--- src/hw/rtl/lzwd_pkg.sv ---
package lzwd_pkg;
   localparam logic [12:0] CODE_CLEAR = 13'h100;
   localparam logic [12:0] CODE_END   = 13'h101;
   localparam logic [12:0] FIRST_FREE = 13'h102;

   localparam logic [1:0] ERR_NONE  = 2'd0;
   localparam logic [1:0] ERR_CODE  = 2'd1;
   localparam logic [1:0] ERR_START = 2'd2;

   localparam logic ACT_PUSH = 1'b0;
   localparam logic ACT_PULL = 1'b1;

   typedef struct packed {
      logic       action;
      logic [7:0] in_byte;
   } req_type;

   typedef struct packed {
      logic       accepted;
      logic [7:0] out_byte;
      logic       out_valid;
      logic       finished;
      logic [1:0] error_code;
   } rsp_type;
endpackage

--- src/hw/rtl/lzwd_front.sv ---
// Request queue: two-entry FIFO between port and decode engine.
module lzwd_front (
   input  logic              clock,
   input  logic              reset,
   input  logic              req_valid,
   output logic              req_ready,
   input  lzwd_pkg::req_type req_data,
   output logic              q_valid,
   input  logic              q_pop,
   output lzwd_pkg::req_type q_data
);
   import lzwd_pkg::*;

   req_type    slot_ff [2];
   logic       wr_ptr_ff, wr_ptr_in, rd_ptr_ff, rd_ptr_in;
   logic [1:0] count_ff, count_in;
   logic       push;

   assign req_ready = (count_ff != 2'd2);
   assign push      = req_valid && req_ready;
   assign q_valid   = (count_ff != 2'd0);
   assign q_data    = slot_ff[rd_ptr_ff];

   always_comb begin
      wr_ptr_in = wr_ptr_ff ^ push;
      rd_ptr_in = rd_ptr_ff ^ q_pop;
      count_in  = count_ff + {1'b0, push} - {1'b0, q_pop};
   end

   always_ff @(posedge clock) begin
      if (reset) begin
         wr_ptr_ff <= 1'b0;
         rd_ptr_ff <= 1'b0;
         count_ff  <= 2'd0;
      end else begin
         wr_ptr_ff <= wr_ptr_in;
         rd_ptr_ff <= rd_ptr_in;
         count_ff  <= count_in;
      end
      if (push) begin
         slot_ff[wr_ptr_ff] <= req_data;
      end
   end
endmodule

--- config.mk ---
export PLATFORM = sky130hd
export DESIGN_NAME = lzwd_front
export DESIGN_NICKNAME = d
export VERILOG_FILES = /design/src/hw/rtl/lzwd_pkg.sv /design/src/hw/rtl/lzwd_front.sv
export SDC_FILE = /design/constraint.sdc
export NUM_CORES = 1
export LEC_CHECK = 0
export ABC_AREA = 1
export ABC_CLOCK_PERIOD_IN_PS = 2500
export BUFFER_PORTS_ARGS = -buffer_cell sky130_fd_sc_hd__buf_2
export CORE_AREA = 2 2 63 65
export DETAILED_ROUTE_END_ITERATION = 10
export DIE_AREA = 0 0 65 67
export GPL_TIMING_DRIVEN = 0
export PLACE_DENSITY = 0.45
export SLEW_MARGIN = 20
export SYNTH_ARGS = -nofsm -noshare
export SYNTH_HDL_FRONTEND = slang
export SYNTH_SLANG_ARGS = --single-unit
--- constraint.sdc ---
create_clock -name clock -period 2.5 [get_ports clock]
set_input_delay 0.5 -clock clock [delete_from_list [all_inputs] [get_ports clock]]
set_output_delay 0.5 -clock clock [all_outputs]
set_load 0.02 [all_outputs]
== Yosys cells after proc, flatten, opt, wreduce, memory -nomap -nowiden ==
Memory sizes are Yosys's and may differ from the RTL's. A register that Yosys moved wholly into a read port is not among the register bits.
Index checks and enable logic that the tools add are counted.
Word-level totals
  memory bits (writable): 18
  word-level logic and storage cells: 14
  output and inout port bits: 11
  register bits: 4
  memories kept: 1
  bits of input ports: 13
Memories
  slot_ff: depth 2, bits a word 9, read ports 1, clocked after Yosys merged registers in 1, write ports 1, line lzwd_front.sv:14  | req_type slot_ff [2];
Operators by class
  bitwise logic cells: 2
  mux-type cells: 3
  equal/unequal tests: 1
  reductions and logical operators: 2
  add/subtract/negate cells: 2
Operators with widths (count)
  1-bit two-way mux: 3
  2-bit by 1-bit adder with 2-bit output: 1
  2-bit != test, second input constant: 1
  2-bit nonzero test: 1
  2-bit by 1-bit subtractor with 2-bit output: 1
  1-bit XOR: 2
  1-bit logical AND: 1

== Depth between registers and ports, before layout ==
  depth in word-level cells: 4
  depth in mapped cells: 11

== Worst setup path before layout ==
OpenSTA, ideal clock, no wires.
  kind: flip-flop to flip-flop
  from: register count_ff[0]
  to: memory slot_ff[1][0] in the netlist's numbering (enable)
  stages on the path, launching flop included: 5
  buffers on the path: 0
  required time: 2.126 ns
  period minus slack after synthesis: 1.380 ns
  arrival: 1.006 ns
  setup time: 0.374 ns
  path slack: 1.120 ns
  path through: dfxtp_1 inv_1 nand2_2 nand2_4 nor2_1
On the way
  longest elaborated chain between the ends: 4
RTL lines
  start: declaration: line lzwd_front.sv:16  | logic [1:0] count_ff, count_in;
  start signal: assignment: line lzwd_front.sv:38  | count_ff <= count_in;
  2-bit != test: line lzwd_front.sv:19  | assign req_ready = (count_ff != 2'd2);
  named net req_ready: line lzwd_front.sv:6  | output logic req_ready,
  1-bit logical AND: line lzwd_front.sv:20  | assign push = req_valid && req_ready;
  1-bit two-way mux: line lzwd_front.sv:40  | if (push) begin
  1-bit two-way mux (not written as such): line lzwd_front.sv:41  | slot_ff[wr_ptr_ff] <= req_data;
  end: declaration: line lzwd_front.sv:14
The timed path passes the listed nets, and every way through them passes these cells.

==> out/qor.txt <==
share of cells above drive strength 1: 47.6%
initial antenna violation count: 0
Mapped Area: 876 µm²
Slew Limit Fails: 0
largest net degree at the start of global routing: 13
Worst path top cell family by delay: multiplexers
Worst Setup SP: rd_ptr_ff
worst path cell trace: buf_6, mux2_2, buf_2
final hold vios: 0
vias: 504
Syn-to-layout area delta: 25.1%
area of the core: 3610 µm²
Worst Hold Class: input pin to flip-flop
worst setup path class: flip-flop to output port
initial core utilization: 24.3%
Worst-Skew Late Latency: 0.26 ns
critical path fanouts, max: 10
setup violators final: 0
first-pass GRT wire length: 2.26 mm
Remaining DRCs: 0
die area: 4360 µm²
FF+latch area: 621 µm²
clock-pin transition on the worst setup and hold timing paths: 0.08 ns
Setup Total Neg Slack: 0 ns
Routed Antenna Nets: 0
Slew @ Worst Pin: 0.843 ns
critical path endpoint category: output port
Resize count post-CTS: 0
CP Data Required Time: 2.00 ns
syn_area_per_cell: 15.4 µm²
postcts setup bufs: 0
FP Rows: 22
crit start category: flip-flop
Final HPWL DP: 1.01 mm
CTS max path bufs: 2
Critical Path Sink: q_data[3]
TritonCTS clock tree: yes
n_diodes: 0
FF-to-FF setup slack: 0.94 ns
Clock Skew: 0.00477 ns
post-synthesis register bit count: 22
die width: 65 µm
Crit Reg-Reg Endpoint: slot_ff[1][4]
CP max stage cell: mux2_2
Synth Net Count: 72
Peak VDD IR: 0.000191 V
I/O pin count: 24
Core Util, Final: 30.4%
drt total wl: 1.42 mm
sequential-to-total area share from yosys stat: 70.9%
number of global-route vias before repair: 470
Slew headroom: 43.6%
worst r2r path cells: 4
Worst path max stage delay: 0.34 ns
GRT overflow: 0
Via density: 3.82
GRT Overall Usage: 7.47%
TritonCTS buffer count: 3
die height: 67 µm
Crit path depth: 3
Buf/Inv on CP: 2
cts hold-fix bufs: 0
RSZ-0062 raised after global routing: false
status: complete, no violations
Post-Syn Instances: 57
hold path start: req_data[6]
leakage power: 0.438 nW
yosys warns: 0
Final #Nets: 100
synth unique cells: 13
DRT Pass-1 Iters: 3
Tcrit/Tclk final: 69.8%
max cap viols: 0
area of the multi-input gates: 218 µm²
pwr dens: 777 nW/µm²
post-layout min period: 1.74 ns
routability cong.: 0.679
clock sink total: 22
root buf cell: clkbuf_8
Crit Reg-Reg Startpoint: count_ff[0]
Initial DRC Count: 7
highest clock rate: 0.573 GHz
Avg WL per Cell: 10.7 µm
Arr. time, crit path: 1.24 ns
CTS H-Tree Depth: 1
PortBufs: 23
fill cell count: 372
-- routing by layer --
layer	GRT usage [%]	vias to the layer above	part of all wire, %
met5	0	-	0
met1	8.81	240	43
met4	6.38	0	1.9
li1	-	248	-
met3	2.36	2	7.8
met2	11.0	14	47
-- cells in the mapped netlist (all sizes together) --
master  instances  area (µm²)
nand2           8        40.0
nand3           1        10.0
dfxtp           4        80.1
a21oi           1        8.76
edfxtp         18         541
mux2            9         101
inv             7        26.3
buf             1        11.3
xnor2           2        17.5
ha              2        25.0
nor2            4        15.0
-- flip-flops by register name, indices dropped and copies added (netlist names) --
signal and cells:
rd_ptr_ff 1, count_ff 2, wr_ptr_ff 1, slot_ff 18
-- metrics by stage --
stage	setup slack (ns)	total power [mW]	hold slack [ns]	instance area, µm²	std cells
after floorplan	1.12	0.586	0.534	876	57
after global placement	0.768	0.640	0.546	1050	128
after detailed placement	0.732	0.645	0.556	1050	128
after CTS	0.739	0.861	0.423	1100	132
after global routing	0.669	0.906	0.416	1100	132
final	0.756	0.852	0.424	1100	132
-- logic make-up (layout without fill, tap and decap cells) --
family	after synthesis	in the layout	share of synthesized area, %
and+or+nand+nor	13	13	7.43
xor gates and xnor gates	2	2	2.00
muxes	9	9	11.6
AOI/OAI and AO/OA	1	1	1.00
adders and majority gates	2	2	2.86
DFF	22	22	70.9
buffers and inverters	8	35	4.29
-- worst reg2reg max path: cells and delay by family (launching register included) --
family	cells	cell delay (ns)
DFF	1	0.34
and+or+nand+nor	3	0.80
buffers and inverters	1	0.06
-- cell type report --
type	count	area share, %
Multi-Input combinational cell	27	19.9
Clock inverter	1	0.342
Inverter	7	2.40
Sequential cell	22	56.6
Timing Repair Buffer	23	10.5
Tap cell	48	5.48
Buffer	1	1.03
Clock buffer	3	3.77
-- worst min path at each step --
stage / end / slack, ns / cells after the start
floorplan: wr_ptr_ff / 0.53 / 3
global placement: wr_ptr_ff / 0.55 / 3
detailed placement: wr_ptr_ff / 0.56 / 3
CTS: slot_ff[1][6] / 0.42 / 1
global route: slot_ff[1][6] / 0.42 / 1
finish: slot_ff[1][6] / 0.42 / 1
-- placed cells by master, fill, tap and decap left out, drive strengths merged, types with 2 or more instances in the layout --
| cell | Yosys | routed |
|---|---|---|
| ha | 2 | 2 |
| nand2 | 8 | 8 |
| xnor2 | 2 | 2 |
| dfxtp | 4 | 4 |
| clkbuf | 0 | 3 |
| edfxtp | 18 | 18 |
| nor2 | 4 | 4 |
| buf | 1 | 24 |
| mux2 | 9 | 9 |
| inv | 7 | 7 |
-- power by group --
group	leakage [nW]	internal (mW)	switching, mW
Clock	0.0231	0.109	0.111
Combinational	0.214	0.0714	0.109
Sequential	0.201	0.440	0.0105
(Power assumes the default switching activity.)
